### src/hdl/chrm_ram.sv
module chrm_ram #(
  parameter int WIDTH = 8,
  parameter int DEPTH = 16,
  localparam int AW = (DEPTH > 1) ? $clog2(DEPTH) : 1
) (
  input  logic             clk,
  input  logic             we,
  input  logic [AW-1:0]    waddr,
  input  logic [WIDTH-1:0] wdata,
  input  logic             re,
  input  logic [AW-1:0]    raddr,
  output logic [WIDTH-1:0] rdata
);

  logic [WIDTH-1:0] mem [DEPTH];

  always_ff @(posedge clk) begin
    if (we) begin
      mem[waddr] <= wdata;
    end
    if (re) begin
      rdata <= mem[raddr];
    end
  end

endmodule

### config.mk
export PLATFORM = sky130hd
export DESIGN_NAME = chrm_ram
export DESIGN_NICKNAME = d
export VERILOG_FILES = /design/src/hdl/chrm_ram.sv
export SDC_FILE = /design/constraint.sdc
export NUM_CORES = 1
export LEC_CHECK = 0
export BUFFER_PORTS_ARGS = -buffer_cell sky130_fd_sc_hd__buf_2
export CAP_MARGIN = 0
export CELL_PAD_IN_SITES_DETAIL_PLACEMENT = 0
export CELL_PAD_IN_SITES_GLOBAL_PLACEMENT = 1
export CORE_AREA = 8 8 128 95
export CTS_CLUSTER_DIAMETER = 100
export DETAILED_ROUTE_END_ITERATION = 10
export DIE_AREA = 0 0 136 103
export GPL_TIMING_DRIVEN = 0
export HOLD_SLACK_MARGIN = 0.15
export PLACE_DENSITY = 0.77
export SYNTH_ARGS = -nofsm -noshare
export SYNTH_HDL_FRONTEND = slang
export SYNTH_SLANG_ARGS = --single-unit
### constraint.sdc
create_clock -name clk -period 2.4 [get_ports clk]
set_input_delay 0.48 -clock clk [delete_from_list [all_inputs] [get_ports clk]]
set_output_delay 0.48 -clock clk [all_outputs]
set_load 0.05 [all_outputs]
==> impl_metrics.toml <==
[status]
run_status = "completed"

[detailed_routing]
via_per_inst = 5.75
route.detailed.drc = 0
wl_per_cell_um = 23.8
drtIter0Drc = 221
dr_wl_met3_um = 765
drt_wl_total_um = 9960
drt-met1-wl_um = 4740
dr.pass1.iters = 4
highest_layer = "met4"
met2WireLength_um = 4300
vias = 2403
ant_nets = 0

[clocking]
clock_path_buffers = 2
clockRootBuffer = "clkbuf_16"
clock_latency_ns = 0.41
post_cts_resize_count = 0
clock-sinks = 136
htree_levels = 4
cts_buffers = 17
path_clk_slew_ns = 0.05
ctsHoldBuffers = 0
cts_setup_buffers = 0
cts_tree = "done"

[worst_setup_path]
end_kind = "flop"
start_kind = "input port"
cp_cell_sequence = "buf_2 > or3b_2 > nor3_1"
cp.required_ns = 2.42
cpMaxStageDelayCell = "nor3_1"
critPathMaxFanout = 8
max_stage_delay_ns = 1.02
arrival_ns = 2.15
path_class = "in2reg"
regToRegSetupSlack_ns = 0.91

[finish]
fillers = 728
final_common_cell = "edfxtp_1"
utilization_pct = 59.5
area_delta_synth_final_pct = 14.8
nNetsFinal = 292
drive_gt1_share_pct = 25.9
post-route-cell-area_mm2 = 0.00600
antenna_cells = 0
layoutNonFillerInstCount = 418
most-common-layout-cells = "edfxtp_1 (136), buf_2 (28), mux4_2 (18), clkbuf_16 (17), a22oi_1 (16)"

[global_routing]
grt_overflow_total = 0
grt_max_degree = 17
grt_pass1_vias = 2441
grt_usage_pct = 15.5
antenna_found_initial = 0
grt_pass1_wl_um = 14800

[logic_synthesis]
syn_area_per_cell_um2 = 22.8
synth_cell_types = 18
synth_area_mm2 = 0.00523
syn_inst = 229
ys_seq_elements = 136
synthXorXnorAreaFrac_pct = 0
synth_fa_ha_area_share_pct = 0
synth-compound-area-share_pct = 2.30
ys_seq_area_share_pct = 78.1
synthMuxAreaShare_pct = 14.8
synthSimpleGateAreaFrac_pct = 3.14
yosys_warnings = 0
synth_top_family_by_area = "multiplexers"
synth_fp_nets = 248

[timing]
post-route-period-util_pct = 88.8
fin_setup_tns_ns = 0
slew_viol_final = 0
worstMarginPinSlew_ns = 1.32
min_period_ns = 2.13
fmax_mhz = 469
slew_headroom_pct = 11.3
clock_skew_ns = 0.00309
setup_violations = 0
rsz0062_at_grt = "false"
hold_viol = 0

[die]
io_pins = 27
rows = 31
fp.dieW_um = 136
start_util_pct = 51.8
core-area_mm2 = 0.0101
die_h_um = 103
fp.dieArea_mm2 = 0.0140

[placement]
dpl.hpwl_um = 6520
placedCellCount = 386
placed_cell_area_mm2 = 0.00552
port_buffers = 25
globalplace.congestion = 0.716

[power]
leakage_nw = 1.99
ir_drop_uv = 655
p_per_area_mw_per_mm2 = 856
p_total_mw = 5.14

[worst_hold_path]
hold_class = "in2reg"

[job]
drv_cap = 0
==> kinds of logic (layout without fill, tap and decap cells) <==
logic type / after synthesis / count (layout)
AND/OR/NAND/NOR: 35 / 35
flip-flops: 136 / 136
multiplexers: 32 / 32
buffers and inverters: 10 / 67
AO/OA/AOI/OAI: 16 / 16
==> cell type report <==
| type | count | area, µm² | area share (%) |
|---|---|---|---|
| Timing Repair Buffer | 25 | 125 | 2.08 |
| Clock buffer | 26 | 459 | 7.65 |
| Buffer | 10 | 86.3 | 1.44 |
| Tap cell | 132 | 165 | 2.75 |
| Multi-Input combinational cell | 83 | 1060 | 17.6 |
| Sequential cell | 136 | 4080 | 68.0 |
| Clock inverter | 6 | 26.3 | 0.438 |
==> state kept, by name, summed over array words and instances (netlist names) <==
register and count:
rdata 8, mem 128
==> cells in the mapped netlist <==
cell	number	share of area, %
nand2b_1	2	0.24
nor3_1	4	0.38
mux4_1	14	7.0
mux4_2	18	7.8
a22oi_1	16	2.3
and2b_1	1	0.14
or3b_2	1	0.17
nand2_1	9	0.65
nand3b_1	2	0.29
nor2_1	13	0.93
edfxtp_1	136	78
nand3_1	1	0.096
nor2b_1	1	0.12
buf_6	3	0.65
buf_2	3	0.29
buf_4	1	0.14
clkdlybuf4s25_2	3	0.57
and2_1	1	0.12
==> final timing paths <==
kind                   start        end  depth (start not counted)
setup / recovery    waddr[2]  mem[0][2]                          3
hold / removal            re   rdata[2]                          1
setup reg to reg   mem[6][0]   rdata[0]                          3
hold reg to reg   mem[11][1]   rdata[1]                          3
==> report_power, final <==
| part | leakage [nW] | switching [mW] | internal (mW) |
|---|---|---|---|
| sequential | 1.24 | 0.0120 | 2.68 |
| clock | 0.237 | 0.858 | 1.30 |
| combinational | 0.518 | 0.188 | 0.103 |
==> metal layers <==
| metal | GRT usage [%] | vias to the layer above |
|---|---|---|
| met3 | 5.06 | 13 |
| met2 | 21.9 | 84 |
| met1 | 21.7 | 1231 |
| li1 | - | 1075 |
| met4 | 6.73 | 0 |
| met5 | 0 | - |
==> worst max-delay path: cells and delay by family <==
family	cells	cell delay, ns
AND/OR/NAND/NOR	2	1.54
buffers and inverters	1	0.13
==> through the flow <==
stage,hold WS (ns),worst slack (ns)
2_1_floorplan,0.579,0.427
3_3_place_gp,0.741,-0.116
3_5_place_dp,0.750,-0.223
4_1_cts,0.416,0.208
5_1_grt,0.418,0.184
6_report,0.429,0.270
No activity file was read; power rests on OpenSTA's default activity.
