--- config.mk ---
export PLATFORM = sky130hd
export DESIGN_NAME = chrm_mod
export DESIGN_NICKNAME = d
export VERILOG_FILES = /design/src/hdl/chrm_pkg.sv /design/src/hdl/chrm_mod.sv
export SDC_FILE = /design/constraint.sdc
export NUM_CORES = 1
export LEC_CHECK = 0
export BUFFER_PORTS_ARGS = -buffer_cell sky130_fd_sc_hd__buf_2
export CORE_UTILIZATION = 40
export DETAILED_ROUTE_END_ITERATION = 8
export REMOVE_ABC_BUFFERS = 1
export SYNTH_ARGS = -nofsm -noshare
export SYNTH_HDL_FRONTEND = slang
export SYNTH_SLANG_ARGS = --single-unit
--- constraint.sdc ---
create_clock -name clk -period 3.9 [get_ports clk]
set_input_delay 0.39 -clock clk [delete_from_list [all_inputs] [get_ports clk]]
set_output_delay 0.39 -clock clk [all_outputs]
set_load 0.03 [all_outputs]
--- src/hdl/chrm_pkg.sv ---
package chrm_pkg;

  localparam int SLOT_W      = 4;
  localparam int VNODE_W     = 3;
  localparam int TIME_W      = 64;
  localparam int HALF_W      = 64;
  localparam int KEY_W       = 2 * HALF_W;
  localparam int MAX_SERVERS = 1 << SLOT_W;
  localparam int VNODES      = 8;
  localparam int RING_DEPTH  = 128;
  localparam int RESULT_CAP  = 8;
  localparam int RING_AW     = (RING_DEPTH > 1) ? $clog2(RING_DEPTH) : 1;
  localparam int CNT_W       = $clog2(MAX_SERVERS + 1);
  localparam int NOTE_W      = $clog2(RESULT_CAP + 1);
  localparam int ENTRY_W     = SLOT_W + KEY_W;
  localparam int PADDR_W     = 4;
  localparam int PDATA_W     = 64;

  localparam logic [TIME_W-1:0] TIMEOUT_RESET = 64'd1000000000;

  localparam logic CMD_HEARTBEAT = 1'b0;
  localparam logic CMD_LOOKUP    = 1'b1;

  // register index as decoded from paddr (8 bytes per register)
  localparam logic REG_TIMEOUT  = 1'b0;
  localparam logic REG_USE_RING = 1'b1;

  typedef enum logic [1:0] {
    KIND_ANSWER = 2'd0,
    KIND_NONE   = 2'd1,
    KIND_NOTICE = 2'd2
  } kind_t;

  typedef struct packed {
    logic               cmd;
    logic [SLOT_W-1:0]  server_slot;
    logic [VNODE_W-1:0] vnode_index;
    logic [TIME_W-1:0]  time_now;
    logic [HALF_W-1:0]  digest_hi;
    logic [HALF_W-1:0]  digest_lo;
  } in_t;

  typedef struct packed {
    kind_t             kind;
    logic [SLOT_W-1:0] target_slot;
    logic [HALF_W-1:0] from_hi;
    logic [HALF_W-1:0] from_lo;
    logic [HALF_W-1:0] to_hi;
    logic [HALF_W-1:0] to_lo;
    logic              last;
  } out_t;

endpackage

--- src/hdl/chrm_mod.sv ---
module chrm_mod (
  input  logic                        clk,
  input  logic                        rst_n,
  input  logic                        start,
  input  logic [chrm_pkg::KEY_W-1:0]  dividend,
  input  logic [chrm_pkg::CNT_W-1:0]  divisor,
  output logic                        done,
  output logic [chrm_pkg::CNT_W-1:0]  rem
);
  import chrm_pkg::*;

  localparam int STEP_W = $clog2(KEY_W);

  logic [KEY_W-1:0]  sh_r, sh_nxt;
  logic [CNT_W-1:0]  div_r, div_nxt;
  logic [CNT_W-1:0]  rem_r, rem_nxt;
  logic [STEP_W-1:0] cnt_r, cnt_nxt;
  logic              run_r, run_nxt;
  logic              done_r, done_nxt;
  logic [CNT_W:0]    trial;

  // restoring remainder, one dividend bit per cycle from the top
  always_comb begin
    sh_nxt   = sh_r;
    div_nxt  = div_r;
    rem_nxt  = rem_r;
    cnt_nxt  = cnt_r;
    run_nxt  = run_r;
    done_nxt = 1'b0;
    trial    = {rem_r, sh_r[KEY_W-1]};
    if (trial >= {1'b0, div_r}) begin
      trial = trial - {1'b0, div_r};
    end
    if (start) begin
      sh_nxt  = dividend;
      div_nxt = divisor;
      rem_nxt = '0;
      cnt_nxt = '0;
      run_nxt = 1'b1;
    end else if (run_r) begin
      rem_nxt = trial[CNT_W-1:0];
      sh_nxt  = sh_r << 1;
      cnt_nxt = cnt_r + STEP_W'(1);
      if (cnt_r == STEP_W'(KEY_W - 1)) begin
        run_nxt  = 1'b0;
        done_nxt = 1'b1;
      end
    end
  end

  always_ff @(posedge clk) begin
    if (!rst_n) begin
      run_r  <= 1'b0;
      done_r <= 1'b0;
    end else begin
      run_r  <= run_nxt;
      done_r <= done_nxt;
    end
  end

  always_ff @(posedge clk) begin
    sh_r  <= sh_nxt;
    div_r <= div_nxt;
    rem_r <= rem_nxt;
    cnt_r <= cnt_nxt;
  end

  assign done = done_r;
  assign rem  = rem_r;

endmodule

==> impl_metrics.yaml <==
floorplanning:
  fp.dieH_um: 127
  dieArea_mm2: 0.0162
  core_mm2: 0.0153
  start_util: 0.411
  rows: 45
  die_w_um: 127
  num_io_pins: 142
final_layout:
  final_nets: 649
  drive_gt1_frac: 0.583
  syn_to_final_growth_pct: 24.2
  fin_area_mm2: 0.00779
yosys:
  synth_flop_cell: "edfxtp_1"
  synth_commonest_cells: "133 x edfxtp_1, 127 x mux2_2, 14 x dfxtp_1"
  synth_area_leaders: "edfxtp_1 64%, mux2_2 23%, dfxtp_1 4.5%"
  syn_area_mm2: 0.00628
  seq_area_frac_synth: 0.681
  yosysMostFrequentCell: "edfxtp_1"
  yosysTopAreaCellShare: 0.636
  synth_edf_count: 133
  ys_ff_latch: 147
  synth_top_area_cell: "edfxtp_1"
  synth_cell_types: 33
  avgSynthCellArea_um2: 17.4
  ys_warn_count: 0
  async_flop_share: 0
  postSynthCellCount: 360
min_path:
  hold_class: "input port to flop"
drt:
  wl_per_cell_um: 15.0
  via_per_inst: 4.75
  vias: 3468
  drtAntennaViolNets: 0
  drc: 0
  dr.pass1.iters: 4
  drt_wl_total_um: 11000
  drt_iter0_drc: 179
timing:
  tightestPinTransition_ns: 0.818
  tns_ns: 0
  rsz0062_at_grt: "no"
  final.setup_skew_ns: 0.00670
  setup_slack_ns: 1.69
  relSlewSlack: 0.455
  fmax_mhz: 453
  setup_violations: 0
  finalHoldViolCount: 0
  slew_viol_final: 0
  fin_crit_sh: 0.566
  period_needed_ns: 2.21
critical_path:
  crit_fanout: 67
  worst_ep_arrival_time_ns: 2.29
  criticalPathCategory: "flop to flop"
  cp.required_ns: 3.98
  startpoint_type: "flop"
  critPathCaptureType: "flop"
  r2r_slack_ns: 1.69
clock_network:
  cts_tree: "yes"
  cts-root-buf: "clkbuf_16"
  cts.sinks: 147
  post_cts_resized: 0
  clk_pin_slew_ns: 0.06
  post_cts_buffers: 0
  numCtsBuffers: 17
  htree_levels: 4
  cts_buffer_depth: 2
  cts_hold_buffers: 0
  clock_latency_ns: 0.42
outcome:
  status: "finished, final reports clean"
pwr:
  sw_frac_of_total: 0.208
  combPwrFrac: 0.093
  power.switching_mw: 0.814
  p_leak_nw: 3.03
  peakVddDrop_uv: 302
  p_per_area_mw_per_mm2: 503
  seqPwrFrac: 0.500
  internal_power_mw: 3.10
  power_frac_clock: 0.407
global_route:
  gr-total-overflow: 0
  grt_max_degree: 144
  grt_pass1_vias: 3548
  antenna_found_initial: 1
  grt_pass1_wl_um: 17600
  track_usage: 0.144
placement:
  dp_hpwl_um: 6920
  io_buffers: 141
  place_ws_ns: 1.67
  placed_area_mm2: 0.00722
  gp_congestion: 0.803
job:
  drv_cap: 0
[logic make-up after synthesis]
logic type	count (synthesis)	synth area share
flip-flops	147	0.681
adder cells (fa/ha/maj)	7	0.0152
buffers and inverters	23	0.0163
AND/OR/NAND/NOR	27	0.0213
multiplexers	130	0.233
AO/OA/AOI/OAI	19	0.0237
XOR/XNOR	7	0.00977
[metrics by stage]
step / util / instances / hold WS [ns] / total power [mW]
6_report: 0.511 / 730 / 0.144 / 3.92
5_1_grt: 0.511 / 729 / 0.121 / 4.08
4_1_cts: 0.511 / 729 / 0.118 / 3.98
3_5_place_dp: 0.473 / 698 / 0.480 / 2.36
3_3_place_gp: 0.473 / 698 / 0.466 / 2.35
2_1_floorplan: - / 344 / 0.448 / 2.21
[power by group through the flow]
stage          sequential (mW)  combinational (mW)  clock [mW]
6_report                  1.96               0.366        1.59
5_1_grt                   1.98               0.406        1.70
4_1_cts                   1.96               0.373        1.65
3_5_place_dp              1.99               0.370           0
3_3_place_gp              1.99               0.361           0
2_1_floorplan             1.99               0.221           0
[cells in the final DEF (no fill, tap or decap), types with 3 or more instances in the layout]
cell type / n
inv_1: 6
mux2_2: 127
clkbuf_16: 17
nand2_1: 8
xor2_1: 5
clkinv_1: 3
clkinv_2: 5
nor2_1: 7
ha_1: 6
mux2i_1: 3
a21oi_1: 3
bufinv_16: 3
buf_2: 140
dfxtp_1: 14
edfxtp_1: 133
nand4_1: 3
o21ai_0: 5
[final timing paths]
check,startpoint,to,cells past startpoint
min reg2reg,cnt_r[6],cnt_r[6],2
min,divisor[4],div_r[4],1
max,run_r,sh_r[27],3
max reg2reg,run_r,sh_r[27],3
[critical path: stages, from the launching register on]
cell and delay [ns]:
dfxtp_1 0.55, nor2_1 0.21, inv_4 0.63, buf_12 0.39
[layer usage]
layer  share of wire  global-route usage  vias up
li1                -                   -     1681
met4          0.0084              0.0525        0
met3           0.097              0.0838        7
met2            0.43               0.203      110
met1            0.46               0.183     1670
met5               0                   0        -
[state kept, by name, summed over array words and instances, names as in the netlist]
register,count
run_r,1
sh_r,128
rem,5
done,1
cnt_r,7
div_r,5
[final cells by class]
type                            count  area [um2]
Antenna cell                        1        2.50
Clock buffer                       18         429
Clock inverter                     13         143
Fill cell                        1318        7470
Inverter                            7        28.8
Multi-Input combinational cell    190        1900
Sequential cell                   147        4270
Tap cell                          211         264
Timing Repair Buffer              143         752
Note: power is estimated with default switching activity, not from simulation.
