`src/hdl/chrm_pkg.sv`:
```
package chrm_pkg;

  localparam int SLOT_W      = 4;
  localparam int VNODE_W     = 3;
  localparam int TIME_W      = 64;
  localparam int HALF_W      = 64;
  localparam int KEY_W       = 2 * HALF_W;
  localparam int MAX_SERVERS = 1 << SLOT_W;
  localparam int VNODES      = 8;
  localparam int RING_DEPTH  = 128;
  localparam int RESULT_CAP  = 8;
  localparam int RING_AW     = (RING_DEPTH > 1) ? $clog2(RING_DEPTH) : 1;
  localparam int CNT_W       = $clog2(MAX_SERVERS + 1);
  localparam int NOTE_W      = $clog2(RESULT_CAP + 1);
  localparam int ENTRY_W     = SLOT_W + KEY_W;
  localparam int PADDR_W     = 4;
  localparam int PDATA_W     = 64;

  localparam logic [TIME_W-1:0] TIMEOUT_RESET = 64'd1000000000;

  localparam logic CMD_HEARTBEAT = 1'b0;
  localparam logic CMD_LOOKUP    = 1'b1;

  // register index as decoded from paddr (8 bytes per register)
  localparam logic REG_TIMEOUT  = 1'b0;
  localparam logic REG_USE_RING = 1'b1;

  typedef enum logic [1:0] {
    KIND_ANSWER = 2'd0,
    KIND_NONE   = 2'd1,
    KIND_NOTICE = 2'd2
  } kind_t;

  typedef struct packed {
    logic               cmd;
    logic [SLOT_W-1:0]  server_slot;
    logic [VNODE_W-1:0] vnode_index;
    logic [TIME_W-1:0]  time_now;
    logic [HALF_W-1:0]  digest_hi;
    logic [HALF_W-1:0]  digest_lo;
  } in_t;

  typedef struct packed {
    kind_t             kind;
    logic [SLOT_W-1:0] target_slot;
    logic [HALF_W-1:0] from_hi;
    logic [HALF_W-1:0] from_lo;
    logic [HALF_W-1:0] to_hi;
    logic [HALF_W-1:0] to_lo;
    logic              last;
  } out_t;

endpackage

```
`src/hdl/chrm_cfg.sv`:
```
module chrm_cfg (
  input  logic                         clk,
  input  logic                         rst_n,
  input  logic                         psel,
  input  logic                         penable,
  input  logic                         pwrite,
  input  logic [chrm_pkg::PADDR_W-1:0] paddr,
  input  logic [chrm_pkg::PDATA_W-1:0] pwdata,
  output logic [chrm_pkg::PDATA_W-1:0] prdata,
  output logic                         pready,
  output logic [chrm_pkg::TIME_W-1:0]  timeout,
  output logic                         use_ring
);
  import chrm_pkg::*;

  logic [TIME_W-1:0] timeout_r, timeout_nxt;
  logic              use_ring_r, use_ring_nxt;
  logic              wr_en;

  assign wr_en = psel && penable && pwrite;

  always_comb begin
    timeout_nxt  = timeout_r;
    use_ring_nxt = use_ring_r;
    if (wr_en) begin
      unique case (paddr[3])
        REG_TIMEOUT:  timeout_nxt  = pwdata[TIME_W-1:0];
        REG_USE_RING: use_ring_nxt = pwdata[0];
        default:      timeout_nxt  = timeout_r;
      endcase
    end
  end

  always_ff @(posedge clk) begin
    if (!rst_n) begin
      timeout_r  <= TIMEOUT_RESET;
      use_ring_r <= 1'b1;
    end else begin
      timeout_r  <= timeout_nxt;
      use_ring_r <= use_ring_nxt;
    end
  end

  always_comb begin
    unique case (paddr[3])
      REG_TIMEOUT:  prdata = timeout_r;
      REG_USE_RING: prdata = {{(PDATA_W-1){1'b0}}, use_ring_r};
      default:      prdata = '0;
    endcase
  end

  assign pready   = 1'b1;
  assign timeout  = timeout_r;
  assign use_ring = use_ring_r;

endmodule

```
`config.mk`:
```
export PLATFORM = sky130hd
export DESIGN_NAME = chrm_cfg
export DESIGN_NICKNAME = d
export VERILOG_FILES = /design/src/hdl/chrm_pkg.sv /design/src/hdl/chrm_cfg.sv
export SDC_FILE = /design/constraint.sdc
export NUM_CORES = 1
export LEC_CHECK = 0
export BUFFER_PORTS_ARGS = -buffer_cell sky130_fd_sc_hd__buf_4
export CAP_MARGIN = 20
export CORE_MARGIN = 5
export CORE_UTILIZATION = 38
export DETAILED_ROUTE_END_ITERATION = 7
export GPL_ROUTABILITY_DRIVEN = 0
export PLACE_DENSITY = 0.84
export SYNTH_ARGS = -nofsm -noshare
export SYNTH_HDL_FRONTEND = slang
export SYNTH_SLANG_ARGS = --single-unit
```
`constraint.sdc`:
```
create_clock -name clk -period 0.95 [get_ports clk]
set_input_delay 0.19 -clock clk [delete_from_list [all_inputs] [get_ports clk]]
set_output_delay 0.19 -clock clk [all_outputs]
set_load 0.05 [all_outputs]
```
==> qor.yml <==
status:
  outcome: "finished with violations"
  violations: "negative setup slack"
global_routing:
  initial_antenna_violation_count: 0
  first_global_vias: 3459
  maximum_number_of_pins_on_one_net_before_global_route_repair: 70
  grt_util_all_layers_pct: 22.47
  grt.overflow.total: 0
  grt_pass1_wl_mm: 18.00
placed_design:
  detailed_place_hpwl_mm: 7.778
  io_buffers: 198
  preCtsSetupSlack_ps: -291.3
timing:
  timing.final.hold_violations: 0
  grt_setup_unrepaired: "true"
  whs_ps: 105.5
  post-route-min-period_ps: 1299
  fmaxAchievable_ghz: 0.7698
  final-setup-viol-count: 136
  postLayoutSetupSlackWorst_ps: -349.1
  max_transition_viols_final: 0
  timing.final.crit_share_pct: 136.7
  skew_ps: 0
logic_synthesis:
  ys_seq_area_share_pct: 41.09
  ff_latch_count_synth: 65
  yosys.cell_types.count: 14
  post_synth_inst_count: 356
  synthesis.nets: 429
  synth.avg_cell_area_sq_um: 8.895
  synth-warning-count: 0
  syn_area_sq_um: 3167
detailed_routing:
  routed_length_per_instance_um: 20.77
  route.antenna.remaining_nets: 0
  dr.first_iter.drc_count: 109
  drt_drc_violations_left: 0
  vias_per_cell: 4.952
  route.vias.total: 3575
  postRouteWirelength_mm: 14.99
  drt_first_pass_iters: 4
clock_tree:
  cts-buffers-inserted: 9
  worst_skew_pair.late_latency_ps: 320
  cts_max_path_buffers: 2
  post_cts_hold_buffer_count: 0
  cts_num_sinks: 65
  clock_tree.root_cell: "sky130_fd_sc_hd__clkbuf_8"
  cts_tree: "done"
  cts_htree_levels: 3
  worst_setup_hold_path_clk_slew_ps: 80
job:
  cap_violations: 0
floorplanning:
  dieArea_sq_um: 10260
  core_area_sq_um: 8175
  die_outline_height_um: 101.3
  floorplan.initialDensity_pct: 38.74
  top_level_ports: 203
  rows: 33
  dieWidth_um: 101.3
finish:
  final_cell_mix: "111 x sky130_fd_sc_hd__buf_8, 101 x sky130_fd_sc_hd__nand2_1, 85 x sky130_fd_sc_hd__buf_4"
  antennaDiodeCount: 0
  area.growth.synth_to_final_pct: 130.7
  finish.net_count: 685
  layout_commonest_cell: "sky130_fd_sc_hd__buf_8"
  share_of_layout_cells_above_drive_strength_1_pct: 67.91
setup_path:
  end_kind: "primary output"
  worstPathMaxFanout: 2
  critPathRequiredTime_ps: 760
  cp_slowest_stage_delay_ps: 350
  criticalPathCategory: "reg2out"
  worst-endpoint-arrival_ps: 1110
  worstPathCellList: "mux2_4, buf_6"
  start_kind: "flip-flop"
  critPathSlowestCell: "sky130_fd_sc_hd__dfxtp_4"
pwr:
  irDropWorstVdd_mv: 0.8226
  power.leakage_uw: 0.003057
  p_per_area_nw_per_um2: 978.0
min_path:
  worstHoldPathType: "in2reg"
-- kinds of logic after synthesis --
kind of cell,after synthesis,share of synthesized area (%)
other cells,1,0.1184
mux,66,20.90
flops,65,41.09
buf+inv,29,7.310
simple gates,195,30.58
-- flip-flops by register name, indices dropped and copies added (netlist names) --
register and count:
timeout 64, use_ring 1
-- power by group --
| group | switching [uW] | leakage [uW] | internal, uW |
|---|---|---|---|
| clock | 1100 | 0.0000995 | 1480 |
| combinational | 983 | 0.00239 | 874 |
| sequential | 69.9 | 0.000565 | 2640 |
| total | 2150 | 0.00306 | 4990 |
-- critical path, delay by kind of cell, from the launching register on --
family / cells / cell delay (ps)
flip-flops: 1 / 350
multiplexers: 1 / 280
buffers and inverters: 1 / 160
-- synth_stat cells --
cell type,number,area share (%)
sky130_fd_sc_hd__dfxtp_1,65,41
sky130_fd_sc_hd__buf_12,6,3.8
sky130_fd_sc_hd__buf_6,1,0.36
sky130_fd_sc_hd__buf_4,1,0.24
sky130_fd_sc_hd__buf_1,5,0.59
sky130_fd_sc_hd__mux2i_1,65,21
sky130_fd_sc_hd__nand2_1,102,12
sky130_fd_sc_hd__conb_1,1,0.12
sky130_fd_sc_hd__buf_2,11,1.7
sky130_fd_sc_hd__nor2b_1,91,18
sky130_fd_sc_hd__mux2_1,1,0.36
sky130_fd_sc_hd__clkbuf_1,5,0.59
sky130_fd_sc_hd__nand4_1,1,0.20
sky130_fd_sc_hd__and4b_1,1,0.32
-- layer usage --
layer,share of wire (%),wire [um],track usage [%],up-vias
li1,-,-,-,1637
met1,33,4950,22.37,1720
met2,55,8233,41.65,173
met3,7.8,1171,7.989,45
met4,4.3,640,10.02,0
met5,0,0,0,-
-- stage by stage --
step | setup TNS [ps] | instances | area (sq um) | power [uW] | utilization [%]
3_3_place_gp | -24230 | 648 | 5529 | 4198 | 67.63
6_report | -25500 | 722 | 7307 | 7146 | 89.38
4_1_cts | -22680 | 667 | 6499 | 6890 | 79.49
2_1_floorplan | -4440 | 356 | 3988 | 3745 | -
3_5_place_dp | -26450 | 648 | 5529 | 4232 | 67.63
5_1_grt | -30230 | 722 | 7307 | 7384 | 89.38
-- path summary, 6_finish.rpt --
path	start	end	slack, ps	cells past startpoint
worst max-delay path	timeout[0]	prdata[0]	-350	2
worst min-delay path	pwdata[48]	timeout[48]	110	3
worst max register to register	timeout[32]	timeout[32]	20	5
worst min register to register	timeout[51]	timeout[51]	490	2
-- cell type report --
class                   count  area (sq um)
flip-flops and latches     65          1545
clock buffers              11         131.4
fillers                   313         868.3
repair buffers            274          3302
clock inverters             5         80.08
multi-input cells         262          2117
well taps                 105         131.4
-- what timing repair did --
item	4_1_cts	5_1_grt
pin swaps	0	0
buffers inserted	3	54
endpoints found under the setup margin	129	131
resized for setup	196	100
cloned	0	1
(Power assumes the default switching activity.)
